### src/hdl/wwa_pkg.sv
`timescale 1ns / 1ps

package wwa_pkg;

	// Window geometry: three frames on each side of the centre
	localparam int MAX_HALF_WINDOW = 3;
	localparam int LANES = 2 * MAX_HALF_WINDOW + 1;
	localparam int CENTER_LANE = MAX_HALF_WINDOW;
	localparam int HW_BITS = 2;

	// Default datapath sizes
	localparam int SAMPLE_BITS_DEF = 32;
	localparam int WEIGHT_BITS_DEF = 16;

	// Register map (index = byte address / 4)
	localparam int ADDR_BITS = 5;
	localparam int REG_IDX_BITS = ADDR_BITS - 2;
	localparam logic [REG_IDX_BITS-1:0] REG_HALF_WINDOW = 3'd0;
	localparam logic [REG_IDX_BITS-1:0] REG_WEIGHT_CENTER = 3'd1;
	localparam logic [REG_IDX_BITS-1:0] REG_WEIGHT_DIST1 = 3'd2;
	localparam logic [REG_IDX_BITS-1:0] REG_WEIGHT_DIST2 = 3'd3;
	localparam logic [REG_IDX_BITS-1:0] REG_WEIGHT_DIST3 = 3'd4;

	// Register reset values
	localparam logic [HW_BITS-1:0] HALF_WINDOW_RST = 2'd2;
	localparam int WEIGHT_CENTER_RST = 21845;
	localparam int WEIGHT_DIST1_RST = 14564;
	localparam int WEIGHT_DIST2_RST = 7282;
	localparam int WEIGHT_DIST3_RST = 0;

	// Sideband that travels with each request through the divider
	typedef struct packed {
		logic neg;
		logic fell;
	} side_t;

endpackage

### src/hdl/wwa_div_stage.sv
`timescale 1ns / 1ps

module wwa_div_stage #(
	parameter int SAMPLE_BITS = wwa_pkg::SAMPLE_BITS_DEF,
	parameter int WEIGHT_BITS = wwa_pkg::WEIGHT_BITS_DEF
) (
	input  logic                   clk,
	input  logic                   en,
	input  logic [WEIGHT_BITS+3:0] rem_i,
	input  logic [SAMPLE_BITS-1:0] low_i,
	input  logic [SAMPLE_BITS-1:0] quo_i,
	input  logic [WEIGHT_BITS+3:0] dvs_i,
	input  wwa_pkg::side_t         side_i,
	output logic [WEIGHT_BITS+3:0] rem_s1,
	output logic [SAMPLE_BITS-1:0] low_s1,
	output logic [SAMPLE_BITS-1:0] quo_s1,
	output logic [WEIGHT_BITS+3:0] dvs_s1,
	output wwa_pkg::side_t         side_s1
);

	localparam int TW = WEIGHT_BITS + 4;

	logic [TW:0] trial;
	logic [TW:0] diff;
	logic        ge;

	// One restoring step: bring down the next dividend bit, subtract if it fits
	assign trial = {rem_i, low_i[SAMPLE_BITS-1]};
	assign diff = trial - {1'b0, dvs_i};
	assign ge = trial >= {1'b0, dvs_i};

	always_ff @(posedge clk) begin
		if (en) begin
			rem_s1 <= ge ? diff[TW-1:0] : trial[TW-1:0];
			low_s1 <= {low_i[SAMPLE_BITS-2:0], 1'b0};
			quo_s1 <= {quo_i[SAMPLE_BITS-2:0], ge};
			dvs_s1 <= dvs_i;
			side_s1 <= side_i;
		end
	end

endmodule

### config.mk
export PLATFORM = sky130hd
export DESIGN_NAME = wwa_div_stage
export DESIGN_NICKNAME = d
export VERILOG_FILES = /design/src/hdl/wwa_pkg.sv /design/src/hdl/wwa_div_stage.sv
export SDC_FILE = /design/constraint.sdc
export NUM_CORES = 1
export LEC_CHECK = 0
export ABC_AREA = 1
export BUFFER_PORTS_ARGS = -buffer_cell sky130_fd_sc_hd__buf_2
export CORE_MARGIN = 3
export CORE_UTILIZATION = 47
export DETAILED_ROUTE_END_ITERATION = 12
export GPL_TIMING_DRIVEN = 1
export MAX_ROUTING_LAYER = met4
export PLACE_DENSITY = 0.8
export SYNTH_ARGS = -nofsm -noshare
export SYNTH_HDL_FRONTEND = slang
export SYNTH_SLANG_ARGS = --single-unit
### constraint.sdc
create_clock -name clk -period 2.35 [get_ports clk]
set_input_delay 0.1175 -clock clk [delete_from_list [all_inputs] [get_ports clk]]
set_output_delay 0.1175 -clock clk [all_outputs]
set_load 0.01 [all_outputs]
* After elaboration in Yosys (flattened, before gate mapping)
Index checks and enable logic that the tools add are counted.
** Cells by class
- Order comparisons :: 1
- Mux-type cells :: 1
- $add $sub $neg :: 1
** Operator list (number)
- $ge A21 B20 Y1 :: 1
- $mux W20 :: 1
- $sub A20 B20 Y20 :: 1
** Word-level totals
- Word-level logic and storage cells :: 9
- Bits of input ports :: 108
- Flip-flop bits (word level) :: 105

* Longest topological paths before layout
- Depth after elaboration :: 2
- Depth in mapped cells :: 14
- Gate-level depth less buffers :: 13

* Least setup slack after synthesis
Ideal clock, no wire load.
- Path type :: input to register
- Start :: input low_i[31]
- End :: register rem_s1[16], data pin
- Library setup time :: 253 ps
- Path slack :: 682 ps
- Data arrival time :: 1415 ps
- Stages on the path :: 13
- Path buffers :: 0
- Cells stage by stage :: inv_1 > ha_1 > fa_1 > inv_1 > nand3_1 > nand3_1 > nand2_1 > nand2_1 > nand2_1 > nand2_1 > nand2_1 > nand3_1 > nand2_1
** Between the ends
- Longest elaborated chain between the ends :: 2
- Elaborated cells between the ends (all ways) :: 3
- Those cells by class :: add/sub: 1; order compare: 1; mux: 1
** Ends and longest elaborated chain
- from (decl) :: RTL line wwa_div_stage.sv:10 : input logic [SAMPLE_BITS-1:0] low_i,
- $sub A20 B20 Y20 / $ge A21 B20 Y1 (equally long branches) :: RTL line wwa_div_stage.sv:29, wwa_div_stage.sv:30
- $mux W20 * :: RTL line wwa_div_stage.sv:34 : rem_s1 <= ge ? diff[TW-1:0] : trial[TW-1:0];
- to (signal assigned) :: RTL line wwa_div_stage.sv:34
- to (decl) :: RTL line wwa_div_stage.sv:14 : output logic [WEIGHT_BITS+3:0] rem_s1,
Every way passes the cells marked *; elsewhere a longest branch is shown, timed or not.
A chain may end at the register's enable or synchronous reset.

* Worst setup path after layout
- Start :: input dvs_i[0]
- End :: register rem_s1[16], data pin
** Between the ends
- Longest elaborated chain between the ends :: 2
- Elaborated cells between the ends (all ways) :: 3
- Those cells by class :: add/sub: 1; order compare: 1; mux: 1
** Ends and longest elaborated chain
- from (decl) :: RTL line wwa_div_stage.sv:12 : input logic [WEIGHT_BITS+3:0] dvs_i,
- $sub A20 B20 Y20 / $ge A21 B20 Y1 (equally long branches) :: RTL line wwa_div_stage.sv:29, wwa_div_stage.sv:30
- $mux W20 * :: RTL line wwa_div_stage.sv:34
Marked as above.

==> results.md <==
- Final cell count without fillers: 885
- DR WL/cell: 15.8 um
- Final Power: ~0.0043 W
- I/O pins: 214
- Cells after synthesis: between 400 and 500
- Synth cell types: 26
- CTS buffer count: 9
- GPL Wtd Cong: 0.870
- CP endpoint kind: register
- CP max FO: 3
- GRT Total Usage: between 20% and 30%
- Worst min-delay path category: primary input to register
- CTS Sinks: 105
- Layout cells sized above 1: 32.4%
- Final critical-path share of the clock period: 91.8%
- Max Freq: 463 MHz
- DRC viols: 0
- Outcome: finished clean
- Sum Neg Setup Slack: 0 ns
- Vias per cell: around 4.7
- Post-synth top area cell: edfxtp_1
- Syn_nets: 570
- Post-synth top area share: between 60% and 70%
- Max Slew Vio Count: 0
- Leak: 3.41 nW
- TritonRoute pass-1 iters: 5
- Antenna-violating nets left: 0
- N_diodes: 0
- Nets@finish: 876
- Clock Tree Root: clkbuf_8
- Placed Cells: 785
- Number of synthesis warnings: 0
- Iteration-0 DRC Markers: between 200 and 250
- H-tree depth: 3
- Fin crit period: 2.16 ns
- Power per cell area: 608 nW/um2
- Max-Cap Viols: 0
- Area grow syn2layout: 47.3%
- RSZ-0062 raised after global routing: no
- Total length of routed wires: roughly 14 mm
- Setup-failing EPs final: 0
- DR vias: 4,197
- Post-synthesis sequential area ratio: 65.7%
- Pin count of the biggest net entering global routing: 44
- Row Count: 36
- Buffers on Ports: 211
- Initial antenna violation count: 0
- CTS tree: yes
- CTS max path bufs: 2
- Ys async rst share: 0%
- Commonest cells after routing, fill and taps aside: buf_2 (210), nand2_1 (143), edfxtp_1 (105)
- Die width: 107 um
- Commonest non-fill, non-tap cell in the layout: buf_2
- First-pass GRT wire length: 21.1 mm
- Syn avg cell area: 10.9 um2
- Worst EP arrival: about 2.3 ns
- Crit path launch type: primary input
- Peak VDD IR: approximately 0.00038 V
- Die area: 11,500 um2
- Initial Utilization: 48.7%
- Vias in the first global route: 4,216
- Req. time, crit path: between 2 and 2.5 ns
- Reg clk slew, reported paths: 0.10 ns
- Critical path type: primary input to register
- Post-synth top flop: edfxtp_1
- CORE AREA: ~9900 um2
- Final hold vios: 0
- Mapped cell area: 4800 um2
- Seq cells post-synth: 105
- Die height: approximately 110 um
- GRT overflow: 0
- Synth area leaders: edfxtp_1 (66%), nand2_1 (11%), inv_1 (5.2%)
- DP HPWL: between 9 and 10 mm
- Post-synth EDFFs: roughly 110
==> sequential cells by signal (all words and copies together) (netlist names) <==
| signal | count |
|---|---|
| dvs_s1 | 20 |
| low_s1 | 31 |
| quo_s1 | 32 |
| rem_s1 | 20 |
| side_s1 | 2 |
==> layout make-up <==
type	count	area, um2
Multi-Input combinational cell	264	1370
Sequential cell	105	3150
Clock buffer	9	124
Inverter	68	258
Tap cell	133	166
Timing Repair Buffer	299	1950
Clock inverter	7	53.8
Fill cell	720	2790
==> worst max-delay path, cell delays in order <==
cell,delay [ns]
dlygate4sd3_1,0.53
buf_2,0.13
ha_1,0.20
fa_1,0.43
inv_1,0.12
nand3_1,0.07
nand3_1,0.11
nand2_1,0.07
nand2_1,0.16
nand2_1,0.10
nand2_1,0.08
nand2_1,0.05
nand3_1,0.07
nand2_1,0.04
==> routing by layer <==
| metal | global-route usage (%) | vias up | share of wire (%) |
|---|---|---|---|
| met2 | 43.5 | 182 | 52 |
| met4 | 9.95 | 0 | 3.0 |
| met3 | 5.42 | 32 | 7.1 |
| met5 | - | - | 0 |
| met1 | 27.6 | 1928 | 38 |
| li1 | - | 2055 | - |
==> path summary, 6_finish.rpt <==
check | from | to | slack [ns] | depth (start not counted)
worst max-delay path | dvs_i[0] | rem_s1[16] | 0.19 | 14
worst min-delay path | rem_i[3] | rem_s1[4] | 0.04 | 3
==> repair_timing <==
item / CTS / global route
setup endpoints to repair: 0 / 20
endpoints found under the hold margin: 84 / 0
buffers inserted: 0 / 0
hold buffers: 84 / 0
gates resized for setup: 0 / 6
==> metrics by stage <==
step	utilization [%]	hold slack, ns	area [um2]	worst slack [ns]
2_1_floorplan	-	0.216	4800	0.682
3_3_place_gp	61.2	0.295	6030	0.273
4_1_cts	71.5	0.00906	7050	0.139
3_5_place_dp	61.2	0.296	6030	0.284
5_1_grt	71.7	0.0317	7070	0.0169
6_report	71.7	0.0372	7070	0.192
==> cell usage after synthesis, types with 2 or more instances <==
cell and instances:
nand3_1 26, nand3b_1 5, nor3_1 2, buf_4 3, a21oi_1 13, edfxtp_1 105, inv_1 67, o21ai_0 3
nor2_1 26, nand2_1 143, o21bai_1 2, nand2_2 6, ha_1 20, xor2_1 8
==> cells by family after synthesis <==
logic type | Yosys count | share of synthesized area (%)
AO/OA/AOI/OAI | 20 | 2.32
XOR/XNOR | 9 | 1.64
adder cells (fa/ha/maj) | 21 | 5.63
buffers and inverters | 72 | 6.02
flip-flops | 105 | 65.7
other | 1 | 0.0781
AND/OR/NAND/NOR | 213 | 18.6
==> power breakdown <==
group / internal (W) / total (W) / leakage (nW) / switching (W)
sequential: 0.00226 / 0.00231 / 1.03 / 0.0000495
clock: 0.000395 / 0.00103 / 0.0827 / 0.000637
combinational: 0.000420 / 0.000954 / 2.30 / 0.000533
total: 0.00308 / 0.00430 / 3.41 / 0.00122
Power figures use the tool's default switching activity.
