[src/hdl/wwa_pkg.sv]
`timescale 1ns / 1ps

package wwa_pkg;

	// Window geometry: three frames on each side of the centre
	localparam int MAX_HALF_WINDOW = 3;
	localparam int LANES = 2 * MAX_HALF_WINDOW + 1;
	localparam int CENTER_LANE = MAX_HALF_WINDOW;
	localparam int HW_BITS = 2;

	// Default datapath sizes
	localparam int SAMPLE_BITS_DEF = 32;
	localparam int WEIGHT_BITS_DEF = 16;

	// Register map (index = byte address / 4)
	localparam int ADDR_BITS = 5;
	localparam int REG_IDX_BITS = ADDR_BITS - 2;
	localparam logic [REG_IDX_BITS-1:0] REG_HALF_WINDOW = 3'd0;
	localparam logic [REG_IDX_BITS-1:0] REG_WEIGHT_CENTER = 3'd1;
	localparam logic [REG_IDX_BITS-1:0] REG_WEIGHT_DIST1 = 3'd2;
	localparam logic [REG_IDX_BITS-1:0] REG_WEIGHT_DIST2 = 3'd3;
	localparam logic [REG_IDX_BITS-1:0] REG_WEIGHT_DIST3 = 3'd4;

	// Register reset values
	localparam logic [HW_BITS-1:0] HALF_WINDOW_RST = 2'd2;
	localparam int WEIGHT_CENTER_RST = 21845;
	localparam int WEIGHT_DIST1_RST = 14564;
	localparam int WEIGHT_DIST2_RST = 7282;
	localparam int WEIGHT_DIST3_RST = 0;

	// Sideband that travels with each request through the divider
	typedef struct packed {
		logic neg;
		logic fell;
	} side_t;

endpackage

[src/hdl/wwa_lane.sv]
`timescale 1ns / 1ps

module wwa_lane #(
	parameter int SAMPLE_BITS = wwa_pkg::SAMPLE_BITS_DEF,
	parameter int WEIGHT_BITS = wwa_pkg::WEIGHT_BITS_DEF,
	parameter int DIST = 0
) (
	input  logic                                     clk,
	input  logic                                     en,
	input  logic signed [SAMPLE_BITS-1:0]            sample,
	input  logic                                     present,
	input  logic [wwa_pkg::HW_BITS-1:0]              limit,
	input  logic [WEIGHT_BITS:0]                     weight,
	output logic signed [SAMPLE_BITS+WEIGHT_BITS+1:0] prod_s1,
	output logic [WEIGHT_BITS:0]                     wgt_s1
);

	localparam int PB = SAMPLE_BITS + WEIGHT_BITS + 2;
	localparam logic [wwa_pkg::HW_BITS-1:0] DIST_CODE = wwa_pkg::HW_BITS'(DIST);

	logic                 used;
	logic [WEIGHT_BITS:0] w_eff;
	logic signed [PB-1:0] prod;

	// Gate the weight: absent frame or outside the window contributes nothing
	assign used = present && (DIST_CODE <= limit);
	assign w_eff = used ? weight : '0;
	assign prod = $signed(sample) * $signed({1'b0, w_eff});

	// Register product and weight used
	always_ff @(posedge clk) begin
		if (en) begin
			prod_s1 <= prod;
			wgt_s1 <= w_eff;
		end
	end

endmodule

[config.mk]
export PLATFORM = sky130hd
export DESIGN_NAME = wwa_lane
export DESIGN_NICKNAME = d
export VERILOG_FILES = /design/src/hdl/wwa_pkg.sv /design/src/hdl/wwa_lane.sv
export SDC_FILE = /design/constraint.sdc
export NUM_CORES = 1
export LEC_CHECK = 0
export BUFFER_PORTS_ARGS = -buffer_cell sky130_fd_sc_hd__buf_2
export CORE_AREA = 2 2 213 215
export DETAILED_ROUTE_END_ITERATION = 10
export DIE_AREA = 0 0 215 217
export PLACE_DENSITY_LB_ADDON = 0.1
export SETUP_SLACK_MARGIN = 0.3
export SLEW_MARGIN = 10
export SYNTH_ARGS = -nofsm -noshare
export SYNTH_HDL_FRONTEND = slang
export SYNTH_SLANG_ARGS = --single-unit
[constraint.sdc]
create_clock -name clk -period 19.3 [get_ports clk]
set_input_delay 2.895 -clock clk [delete_from_list [all_inputs] [get_ports clk]]
set_output_delay 2.895 -clock clk [all_outputs]
set_load 0.05 [all_outputs]
Word-level counts from Yosys, hierarchy flattened
Index checks and enable logic that the tools add are counted.
Word-level totals
  bits in registers: 67
  logic and storage cells: 6
Operators by class
  $mul: 1
  magnitude comparators: 1
  mux-type cells: 1
  reductions and logical operators: 1
Operator list (count)
  $mul 32x18->50: 1
  $mux 17: 1
  $le 1x2->1 const A: 1
  $logic_and 1x1->1: 1

Logic depth before layout (Yosys ltp)
  depth in word-level cells: 4
  mapped depth: 25
  gate-level depth less buffers: 22

Worst setup path after synthesis
Ideal clock, no wire load.
  path type: input to register
  from: in present
  to: reg prod_s1[40] (data pin)
  arrival: 8561 ps
  required time: 19039 ps
  slack: 10478 ps
  stages: 24
  path buffers: 4
  cell sequence: clkbuf_1 > clkbuf_1 > clkbuf_1 > and3_1 > fa_1 > inv_1 > fa_1 > fa_1 > inv_1 > fa_1 > fa_1 > inv_1 > fa_1 > inv_1 > ha_1 > clkbuf_2 > and4_1 > and2_1 > a22oi_1 > and3_1 > a21oi_2 > a21oi_1 > nor4b_1 > a311o_1
On the way
  word-level cells in the longest chain between the ends: 3
Ends and longest elaborated chain
  from (decl): line wwa_lane.sv:11  | input logic present,
  $logic_and 1x1->1: line wwa_lane.sv:26  | assign used = present && (DIST_CODE <= limit);
  $mux 17: line wwa_lane.sv:27  | assign w_eff = used ? weight : '0;
  $mul 32x18->50: line wwa_lane.sv:28  | assign prod = $signed(sample) * $signed({1'b0, w_eff});
  named net prod[40]: line wwa_lane.sv:23  | logic signed [PB-1:0] prod;
  to (signal assigned): line wwa_lane.sv:33  | prod_s1 <= prod;
  to (decl): line wwa_lane.sv:14  | output logic signed [SAMPLE_BITS+WEIGHT_BITS+1:0] prod_s1,
The timed path passes the listed nets, and every way through them passes these cells.
A chain may end at the register's enable or synchronous reset.

Worst setup path in the final report
  from: in present
  to: reg prod_s1[49] (data pin)
The elaborated chain is that of the path after synthesis.

==> flow_summary_export.csv <==
group,metric,value,unit
cts,ctsHoldBuffers,0,
logic_synthesis,ys_types,68,
global_route,grt_overflow,0,
logic_synthesis,synth-seq-area-share,0.0919,
hold_path,hold_end,"prod_s1[0]",
logic_synthesis,async_flop_share,0,
timing,drv_slew,0,
route,via_per_inst,5.47,
outcome,status,"finished, final reports clean",
logic_synthesis,yosysWarnings,0,
hold_path,holdCritStartpoint,"weight[0]",
global_route,antenna_found_initial,5,
global_route,grt_pass1_wl,97200,um
finish,final-instance-count-excl-fill,2960,
global_route,grt_max_degree,147,
global_route,use_met3,0.0467,
cts,cts_resized,0,
logic_synthesis,syn_inst,2358,
placed_design,port_buffers,118,
logic_synthesis,netlist_area,0.0219,sq mm
cts,h-tree-depth,3,
global_route,grtUsageMet1,0.347,
timing,rsz0062_at_grt,"no",
power,powerDensity,177,mW/mm^2
critical_path,crit_arrival,10.98,ns
critical_path,end_kind,"register",
critical_path,crit_path_max_fanout,146,
cts,root_buffer,"clkbuf_16",
timing,tightestPinTransition,0.988,ns
cts,cts_setup_buffers,0,
logic_synthesis,synth_nets,3051,
global_route,grt.met2_usage,0.469,
timing,max_freq,92.2,MHz
die,coreArea,0.0447,sq mm
finish,register_area,0.00201,sq mm
route,drt_wl_total,60300,um
global_route,grt.busiest_layer,"met2",
logic_synthesis,yosys-top-cells-area,"fa_1 (48%), inv_1 (11%), and3_1 (9.4%)",
die,initial_utilization,0.490,
critical_path,worstSetupStartpointType,"primary input",
cts,clock_sinks,67,
critical_path,required,19.43,ns
logic_synthesis,synth_top_area_frac,0.476,
hold_path,hold_depth,2,
die,die_height,217,um
route,drtIter0Drc,1087,
timing,finalCritPeriodShare,0.562,
timing,setup_tns,0,ns
cts,clkTransAtPathRegs,0.06,ns
finish,drive_above_1_share,0.0695,
timing,hold_viol_final,0,
cts,cts_buffer_depth,2,
placed_design,hpwl,46200,um
logic_synthesis,avgSynthCellArea,9.28,sq um
logic_synthesis,yosysTopAreaCell,"fa_1",
global_route,grt_pass1_vias,17795,
timing,setup_viol,0,
cts,cts_tree,"yes",
die,die_x,215,um
finish,multi_input_area,0.0169,sq mm
power,finalPower,4.08,mW
logic_synthesis,ys_seq_elements,67,
timing,fin_crit,10.85,ns
route,wl_per_cell,20.4,um
cts,cts_buffers,9,
power,p_leak,12.4,nW
run,drv_cap,0,
route,drtAntennaViolNets,0,
logic_synthesis,synth_edf_count,67,
placed_design,place_inst,2946,
die,dieArea,0.0467,sq mm
logic_synthesis,synth-main-ff-cell,"edfxtp_1",
global_route,grt_use_total,0.275,
die,io_pins,121,
route,dr.pass1.iters,5,
finish,fin_nets,3050,
finish,fillers,4324,
finish,synthToLayoutAreaGrowth,5.08,%
timing,slew-limit-headroom,0.341,
hold_path,hp-class,"in -> reg",
critical_path,crit_type,"in -> reg",
placed_design,routabilityCongestion,0.911,
route,vias,16191,
die,rows,78,
route,route.detailed.drc,0,
power,ir_worst_vdd,0.232,mV
-- cell type report --
cell class | count | area share
diodes | 1 | 0.000109
clock buffers | 9 | 0.00979
clock inverters | 4 | 0.000925
inverters | 639 | 0.104
multi-input cells | 1513 | 0.736
flip-flops and latches | 67 | 0.0875
well taps | 600 | 0.0326
repair buffers | 127 | 0.0290
-- metrics by stage --
step / area (sq um) / utilization / worst slack, ns / hold slack, ns
global route: 23000 / 0.515 / 8.19 / 3.07
floorplan: 21900 / - / 10.48 / 3.01
finish: 23000 / 0.515 / 8.45 / 3.07
detailed placement: 22800 / 0.509 / 8.16 / 3.43
global placement: 22800 / 0.509 / 8.27 / 3.43
CTS: 23000 / 0.515 / 8.60 / 3.03
-- registers in the layout, summed over array words and instances (netlist names) --
register / cells
prod_s1: 50
wgt_s1: 17
-- worst max-delay path by stage --
| stage | startpoint | endpoint | depth (start not counted) |
|---|---|---|---|
| 5_1_grt | present | prod_s1[49] | 25 |
| 3_5_place_dp | present | prod_s1[49] | 22 |
| 2_1_floorplan | present | prod_s1[40] | 24 |
| 3_3_place_gp | present | prod_s1[49] | 22 |
| 4_1_cts | present | prod_s1[49] | 22 |
| 6_report | present | prod_s1[49] | 23 |
-- critical path: stages --
cell and delay (ns):
buf_6 0.51, buf_4 0.62, and2_2 0.38, buf_4 0.41
nand2_1 0.13, fa_1 0.50, inv_1 0.06, fa_1 0.51
fa_1 0.48, fa_1 0.44, fa_1 0.51, inv_1 0.05
fa_1 0.48, inv_1 0.04, ha_1 0.50, o21a_1 0.19
o21bai_1 0.08, a221oi_1 0.59, nand4b_1 0.36, o2111ai_1 0.36
nand4_1 0.26, a41oi_1 0.44, xnor2_1 0.13
-- cells in the final DEF (no fill, tap or decap), types with 3 or more instances in the layout --
| cell type | synthesis | final |
|---|---|---|
| a21o_1 | 16 | 16 |
| nand4_1 | 9 | 9 |
| clkbuf_16 | 0 | 9 |
| o21bai_1 | 11 | 11 |
| nor2_1 | 29 | 29 |
| a21oi_1 | 52 | 52 |
| xnor2_1 | 36 | 36 |
| xor2_1 | 10 | 10 |
| buf_2 | 0 | 116 |
| nand3_1 | 8 | 8 |
| fa_1 | 521 | 521 |
| o211ai_1 | 4 | 4 |
| and2_1 | 21 | 19 |
| and2_2 | 0 | 3 |
| nor2b_1 | 3 | 3 |
| nor3_1 | 8 | 8 |
| a31oi_1 | 4 | 4 |
| buf_4 | 2 | 10 |
| o21a_1 | 9 | 9 |
| ha_1 | 118 | 118 |
| and3_1 | 329 | 329 |
| a211o_1 | 3 | 3 |
| o21ai_0 | 18 | 18 |
| inv_1 | 639 | 639 |
| a211oi_1 | 4 | 4 |
| nand2_1 | 248 | 248 |
| edfxtp_1 | 67 | 67 |
-- report_power, final --
| group | internal, mW | switching [mW] | leakage (nW) | total (mW) |
|---|---|---|---|---|
| clock | 0.0835 | 0.0715 | 0.120 | 0.155 |
| sequential | 0.355 | 0.0131 | 0.652 | 0.368 |
| combinational | 1.35 | 2.20 | 11.7 | 3.56 |
| total | 1.79 | 2.29 | 12.4 | 4.08 |
-- kinds of logic after synthesis --
kind of cell	Yosys count	synth area share
AOI/OAI and AO/OA	152	0.0480
DFF	67	0.0919
and+or+nand+nor	675	0.162
buffers and inverters	778	0.135
xor gates and xnor gates	46	0.0184
muxes	1	0.000514
adders and majority gates	639	0.544
-- per-layer routing --
layer,part of all wire,wire [um]
met3,0.057,3450
met5,0.00017,10
met4,0.046,2800
met1,0.40,24400
met2,0.49,29700
-- synthesized netlist by cell type (4+ instances only) --
library cell  count
a211oi_1          4
a21o_1           16
a21oi_1          52
a31oi_1           4
and2_1           21
and3_1          329
clkbuf_1        128
clkbuf_2          4
edfxtp_1         67
fa_1            521
ha_1            118
inv_1           639
nand2_1         248
nand3_1           8
nand4_1           9
nor2_1           29
nor3_1            8
o211ai_1          4
o21a_1            9
o21ai_0          18
o21bai_1         11
xnor2_1          36
xor2_1           10
No activity file was read; power rests on OpenSTA's default activity.
