## config.mk

```make
export PLATFORM = sky130hd
export DESIGN_NAME = wwa_merge
export DESIGN_NICKNAME = d
export VERILOG_FILES = /design/src/hdl/wwa_pkg.sv /design/src/hdl/wwa_merge.sv
export SDC_FILE = /design/constraint.sdc
export NUM_CORES = 1
export LEC_CHECK = 0
export ABC_AREA = 1
export BUFFER_PORTS_ARGS = -buffer_cell sky130_fd_sc_hd__buf_2
export CAP_MARGIN = 20
export CORE_MARGIN = 2
export CORE_UTILIZATION = 35
export CTS_CLUSTER_SIZE = 16
export DETAILED_ROUTE_END_ITERATION = 12
export GPL_ROUTABILITY_DRIVEN = 0
export REMOVE_ABC_BUFFERS = 1
export SLEW_MARGIN = 20
export SYNTH_ARGS = -nofsm -noshare
export SYNTH_HDL_FRONTEND = slang
export SYNTH_SLANG_ARGS = --single-unit
```

## constraint.sdc

```tcl
create_clock -name clk -period 8.5 [get_ports clk]
set_clock_uncertainty 0.15 [all_clocks]
set_input_delay 0.425 -clock clk [delete_from_list [all_inputs] [get_ports clk]]
set_output_delay 0.425 -clock clk [all_outputs]
set_load 0.01 [all_outputs]
```

## src/hdl/wwa_pkg.sv

```systemverilog
`timescale 1ns / 1ps

package wwa_pkg;

	// Window geometry: three frames on each side of the centre
	localparam int MAX_HALF_WINDOW = 3;
	localparam int LANES = 2 * MAX_HALF_WINDOW + 1;
	localparam int CENTER_LANE = MAX_HALF_WINDOW;
	localparam int HW_BITS = 2;

	// Default datapath sizes
	localparam int SAMPLE_BITS_DEF = 32;
	localparam int WEIGHT_BITS_DEF = 16;

	// Register map (index = byte address / 4)
	localparam int ADDR_BITS = 5;
	localparam int REG_IDX_BITS = ADDR_BITS - 2;
	localparam logic [REG_IDX_BITS-1:0] REG_HALF_WINDOW = 3'd0;
	localparam logic [REG_IDX_BITS-1:0] REG_WEIGHT_CENTER = 3'd1;
	localparam logic [REG_IDX_BITS-1:0] REG_WEIGHT_DIST1 = 3'd2;
	localparam logic [REG_IDX_BITS-1:0] REG_WEIGHT_DIST2 = 3'd3;
	localparam logic [REG_IDX_BITS-1:0] REG_WEIGHT_DIST3 = 3'd4;

	// Register reset values
	localparam logic [HW_BITS-1:0] HALF_WINDOW_RST = 2'd2;
	localparam int WEIGHT_CENTER_RST = 21845;
	localparam int WEIGHT_DIST1_RST = 14564;
	localparam int WEIGHT_DIST2_RST = 7282;
	localparam int WEIGHT_DIST3_RST = 0;

	// Sideband that travels with each request through the divider
	typedef struct packed {
		logic neg;
		logic fell;
	} side_t;

endpackage

```

## src/hdl/wwa_merge.sv

```systemverilog
`timescale 1ns / 1ps

module wwa_merge #(
	parameter int SAMPLE_BITS = wwa_pkg::SAMPLE_BITS_DEF,
	parameter int WEIGHT_BITS = wwa_pkg::WEIGHT_BITS_DEF
) (
	input  logic                                      clk,
	input  logic                                      en,
	input  logic signed [SAMPLE_BITS+WEIGHT_BITS+1:0] prod [wwa_pkg::LANES],
	input  logic [WEIGHT_BITS:0]                      wgt [wwa_pkg::LANES],
	input  logic signed [SAMPLE_BITS-1:0]             center,
	output logic [WEIGHT_BITS+3:0]                    rem_s4,
	output logic [SAMPLE_BITS-1:0]                    low_s4,
	output logic [WEIGHT_BITS+3:0]                    dvs_s4,
	output wwa_pkg::side_t                            side_s4
);

	localparam int PB = SAMPLE_BITS + WEIGHT_BITS + 2;
	localparam int ACC = PB + 3;
	localparam int TW = WEIGHT_BITS + 4;

	logic signed [ACC-1:0] ext [wwa_pkg::LANES];
	logic [TW-1:0]         wext [wwa_pkg::LANES];
	logic signed [ACC-1:0] lo_s2, hi_s2;
	logic [TW-1:0]         wsum_s2;
	logic signed [SAMPLE_BITS-1:0] center_s2;
	logic signed [ACC-1:0] acc_s3;
	logic [TW-1:0]         dvs_s3;
	logic                  fell_s3;
	logic signed [ACC-1:0] acc_sum;
	logic [ACC-1:0]        mag;

	// Sign-extend products, zero-extend weights
	always_comb begin
		for (int k = 0; k < wwa_pkg::LANES; k++) begin
			ext[k] = {{(ACC-PB){prod[k][PB-1]}}, prod[k]};
			wext[k] = TW'(wgt[k]);
		end
	end

	// Stage 2: partial sums of products, total weight
	always_ff @(posedge clk) begin
		if (en) begin
			lo_s2 <= ext[0] + ext[1] + ext[2] + ext[3];
			hi_s2 <= ext[4] + ext[5] + ext[6];
			wsum_s2 <= wext[0] + wext[1] + wext[2] + wext[3] + wext[4] + wext[5] + wext[6];
			center_s2 <= center;
		end
	end

	// Stage 3: final sum; on zero weight divide the centre sample by one
	assign acc_sum = lo_s2 + hi_s2;

	always_ff @(posedge clk) begin
		if (en) begin
			if (wsum_s2 == '0) begin
				acc_s3 <= {{(ACC-SAMPLE_BITS){center_s2[SAMPLE_BITS-1]}}, center_s2};
				dvs_s3 <= TW'(1);
				fell_s3 <= 1'b1;
			end else begin
				acc_s3 <= acc_sum;
				dvs_s3 <= wsum_s2;
				fell_s3 <= 1'b0;
			end
		end
	end

	// Stage 4: magnitude and sign, split dividend for the long division
	assign mag = acc_s3[ACC-1] ? (~acc_s3 + 1'b1) : acc_s3;

	always_ff @(posedge clk) begin
		if (en) begin
			rem_s4 <= mag[SAMPLE_BITS+TW-1:SAMPLE_BITS];
			low_s4 <= mag[SAMPLE_BITS-1:0];
			dvs_s4 <= dvs_s3;
			side_s4.neg <= acc_s3[ACC-1];
			side_s4.fell <= fell_s3;
		end
	end

endmodule

```

### Yosys cells after proc, flatten, opt, wreduce, memory -nomap -nowiden

Cells that the tools add are included.

* add/subtract/negate cells: 13
* multiplexer cells: 3
* bitwise gates (word level): 1
* reduce and logical (&&, ||, !) cells: 1

Operators with widths (count)
* 51-bit by 50-bit adder with 52-bit output: 2
* 50-bit by 50-bit adder with 51-bit output: 2
* 20-bit by 17-bit adder with 20-bit output: 3
* 52-bit by 50-bit adder with 53-bit output: 1
* 53-bit adder: 1
* 53-bit two-way mux: 1
* 52-bit by 1-bit adder with 52-bit output (second input constant): 1
* 52-bit two-way mux: 1
* 52-bit NOT: 1
* 19-bit by 17-bit adder with 20-bit output: 1
* 20-bit zero test: 1
* 18-bit by 17-bit adder with 19-bit output: 1
* 17-bit by 17-bit adder with 18-bit output: 1
* 1-bit two-way mux: 1

* register bits: 306
* word-level logic and storage cells: 30

### Longest topological paths before layout

* word-level depth: 6
* gate-level depth with buffers: 20
* mapped depth without buffers: 20

### Worst setup path after synthesis

No wires, ideal clock.

* kind: input to register
* start: in wgt[3] in the netlist's numbering
* end: reg wsum_s2[12], data pin
* arrival: 3891 ps
* required time: 8088 ps
* path slack: 4197 ps
* stages: 16
* path through: inv_1 -> fa_1 -> inv_1 -> fa_1 -> fa_1 -> inv_1 -> fa_1 -> inv_1 -> ha_1 -> a21oi_1 -> nand2_1 -> a21oi_1 -> o21ai_2 -> nand2_1 -> o21bai_1 -> xor2_1

* word-level cells in the longest chain between the ends: 1

RTL lines
* start: declaration: line wwa_merge.sv:10 `input logic [WEIGHT_BITS:0] wgt [wwa_pkg::LANES],`
* 20-bit by 17-bit adder with 20-bit output: line wwa_merge.sv:46 `wsum_s2 <= wext[0] + wext[1] + wext[2] + wext[3] + wext[4] + wext[5] + wext[6];`
* end signal: assignment: line wwa_merge.sv:46
* end: declaration: line wwa_merge.sv:25 `logic [TW-1:0] wsum_s2;`

No other way between the ends.
A chain may end at the register's enable or synchronous reset.

### Worst setup path after layout

* start: in wgt[4] in the netlist's numbering
* end: reg wsum_s2[13], data pin

The elaborated chain is that of the path after synthesis.

==> flow_summary_export.csv <==
group,metric,value,unit
worst_setup_path,critPathMaxFanout,5,
route,drt_wl_total,91.3,mm
global_routing,gr-total-overflow,0,
synthesis,ys_types,49,
sta,worst_slack,4.33,ns
pwr,p_per_area,324,nW/um^2
global_routing,use_met2,34.3,%
worst_setup_path,reg2reg_depth,7,
synthesis,synth-seq-area-share,30.4,%
clock_network,htreeDepth,2,
die,rows,107,
global_routing,grt_util_met1,28.3,%
worst_setup_path,critPathMaxStageDelay,0.54,ns
die,chipWidth,297,microns
placed_design,dp_hpwl,79.0,mm
die,dieArea,88300,sq um
synthesis,synth_common_cells,"nand2_1 (1012), inv_1 (818), nor2_1 (364)",
sta,setup_violations,0,
pwr,ir_drop,0.000184,V
synthesis,synth-seq-cells,305,
clock_network,ctsResizeCount,0,
worst_setup_path,crit_path_start_kind,"primary input",
route,drt_first_pass_iters,6,
clock_network,clkLatencyLatePin,0.55,ns
sta,worstMarginPinSlew,1.03,ns
finish,nets,5394,
synthesis,yosysTopAreaCellShare,30.4,%
synthesis,synth_area_leaders,"edfxtp_1 (30%), fa_1 (16%), nand2_1 (13%)",
clock_network,cts_sinks,305,
global_routing,antenna_found_initial,1,
global_routing,top_usage_layer,"met2",
worst_hold_path,holdPathEnd,"lo_s2[0]$_DFFE_PP_",
worst_setup_path,worstPathCellList,"buf_2 -> inv_1 -> fa_1 -> inv_1 -> fa_1 -> fa_1 -> inv_1 -> fa_1 -> inv_1 -> ha_1 -> a21oi_1 -> o21ai_1 -> a21oi_1 -> o21ai_1 -> and2_1 -> o21bai_1 -> nand2_1",
sta,hold_viol_final,0,
clock_network,clockBufferDepth,3,
synthesis,syn_avg_cell_area,7.79,sq um
worst_hold_path,hold_depth,2,
placed_design,port_buffers,576,
global_routing,grt_util_all_layers,20.5,%
worst_setup_path,cp_slowest_cell,"fa_1",
synthesis,synth_edf_count,305,
worst_setup_path,rrSetupSlack,5.51,ns
sta,slew_viol_final,0,
synthesis,yosysTopAreaCell,"edfxtp_1",
placed_design,dp_slack,3.81,ns
clock_network,cts_setup_buffers,0,
finish,instances_no_fill,5647,
route,postRouteAntennaNets,0,
global_routing,grt_max_degree,183,
worst_setup_path,end_kind,"register",
sta,tns,0,ns
finish,area_growth,18.9,%
global_routing,grtUsageMet3,2.42,%
route,drt-vias-per-instance,4.74,
synthesis,syn_area,30100,sq um
global_routing,grt_pass1_vias,26461,
die,start_util,35.3,%
finish,fillers,8856,
worst_setup_path,critPathKind,"primary input to register",
worst_hold_path,hold_class,"primary input to register",
die,pin_count,577,
route,avgRoutedWirePerCell,16.2,microns
worst_setup_path,timing.rr.end,"acc_s3[42]$_DFFE_PP_",
finish,seq_area,9160,sq um
sta,relSlewSlack,31.2,%
synthesis,synth_warnings,0,
clock_network,clockRootBuffer,"clkbuf_16",
status,status,"complete, no violations",
synthesis,synth_flop_cell,"edfxtp_1",
clock_network,clk_pin_slew,0.06,ns
clock_network,cts_inserted_buffers,36,
sta,fmax,240,MHz
clock_network,postCtsHoldBufs,32,
run,cap_violations,0,
clock_network,cts_tree,"built",
synthesis,yosysMostFrequentCell,"nand2_1",
pwr,leakage,17.9,nW
route,routed-via-count,26762,
synthesis,synth-async-reset-ratio,0,%
finish,final_layout_size_suffix_gt1_share,15.3,%
synthesis,syn_inst,3864,
route,drt_iter0_drc,2006,
sta,min_period_over_period,49.0,%
worst_setup_path,rr_startpoint,"wsum_s2[12]$_DFFE_PP_",
finish,multiInputGateArea,17700,sq um
finish,final_util,42.0,%
placed_design,dp_cells,5552,
die,core_region_area,85100,sq um
sta,grt_setup_unrepaired,"false",
worst_hold_path,hp-start,"prod[300]",
sta,fin_crit,4.17,ns
worst_setup_path,cp_data_required_time,8.64,ns
global_routing,grt_pass1_wl,143,mm
route,drc,0,
die,die_h,297,microns
worst_setup_path,crit_arrival,4.31,ns
[state kept, by name, summed over array words and instances (netlist names)]
signal     count
acc_s3        53
center_s2     32
dvs_s3        20
dvs_s4        20
fell_s3        1
hi_s2         52
lo_s2         53
low_s4        32
rem_s4        20
side_s4        2
wsum_s2       20
[worst max-delay path by stage]
stage               startpoint               endpoint  depth (start not counted)
finish                  wgt[4]  wsum_s2[13]$_DFFE_PP_                         17
global route            wgt[4]  wsum_s2[13]$_DFFE_PP_                         17
CTS                     wgt[4]  wsum_s2[13]$_DFFE_PP_                         17
detailed placement      wgt[4]  wsum_s2[13]$_DFFE_PP_                         17
global placement        wgt[4]  wsum_s2[13]$_DFFE_PP_                         17
floorplan               wgt[3]  wsum_s2[12]$_DFFE_PP_                         16
[cells in the final DEF, fill, tap and decap left out, types with 4 or more instances in the layout]
master / synthesis / final
a21boi_0: 11 / 11
a21o_1: 6 / 6
a21oi_1: 207 / 207
and2_1: 4 / 4
buf_2: 2 / 575
clkbuf_16: 0 / 38
clkinv_1: 1 / 4
clkinv_2: 0 / 4
dlygate4sd3_1: 0 / 32
edfxtp_1: 305 / 305
fa_1: 236 / 236
ha_1: 177 / 177
inv_1: 818 / 818
inv_6: 0 / 4
nand2_1: 1012 / 1012
nand2_2: 14 / 14
nand3_1: 193 / 193
nand3b_1: 7 / 7
nand4_1: 48 / 48
nor2_1: 364 / 364
nor2_2: 8 / 8
nor3_1: 43 / 43
nor4_1: 6 / 6
o211ai_1: 6 / 6
o21a_1: 11 / 11
o21ai_0: 121 / 121
o21ai_1: 13 / 13
o21ai_2: 5 / 5
o21bai_1: 27 / 27
or2_2: 9 / 9
xnor2_1: 48 / 48
xor2_1: 99 / 99
[worst max-delay path: cells and delay by family]
kind / cells / cell delay (ns)
and+or+nand+nor: 2 / 0.24
AOI/OAI and AO/OA: 5 / 0.94
adders and majority gates: 5 / 2.42
buffers and inverters: 5 / 0.25
[per-layer routing]
layer / vias up / share of wire (%)
met4: 0 / 2.5
met3: 123 / 6.5
met5: - / 0
met1: 12374 / 45
met2: 913 / 46
li1: 13352 / -
[area by class of cell]
class / count / area share, %
timing repair buffer: 612 / 9.10
tap: 1144 / 4.00
clock inverter: 20 / 0.594
antenna: 2 / 0.0140
multi-input combinational: 2703 / 49.4
sequential: 305 / 25.6
clock buffer: 41 / 2.69
inverter: 820 / 8.60
[cells by family after synthesis]
| family | Yosys count | synth area share (%) |
|---|---|---|
| buffers and inverters | 856 | 10.8 |
| XOR/XNOR | 147 | 4.28 |
| flip-flops | 305 | 30.4 |
| adder cells (fa/ha/maj) | 413 | 23.1 |
| AO/OA/AOI/OAI | 421 | 7.82 |
| AND/OR/NAND/NOR | 1722 | 23.6 |
[through the flow]
step / power (W) / area, sq um / hold WS [ns]
after global placement: 0.00991 / 34300 / 0.250
after CTS: 0.0116 / 35800 / 0.00804
after detailed placement: 0.00998 / 34300 / 0.255
after floorplan: 0.00766 / 29900 / 0.250
final: 0.0116 / 35800 / 0.0328
after global routing: 0.0127 / 35800 / 0.0248
[power by group]
| group | total (W) | internal, W | switching (W) |
|---|---|---|---|
| sequential | 0.00295 | 0.00263 | 0.000316 |
| combinational | 0.00709 | 0.00246 | 0.00463 |
| clock | 0.00154 | 0.000911 | 0.000630 |
| total | 0.0116 | 0.00601 | 0.00557 |
Power figures use the tool's default switching activity.
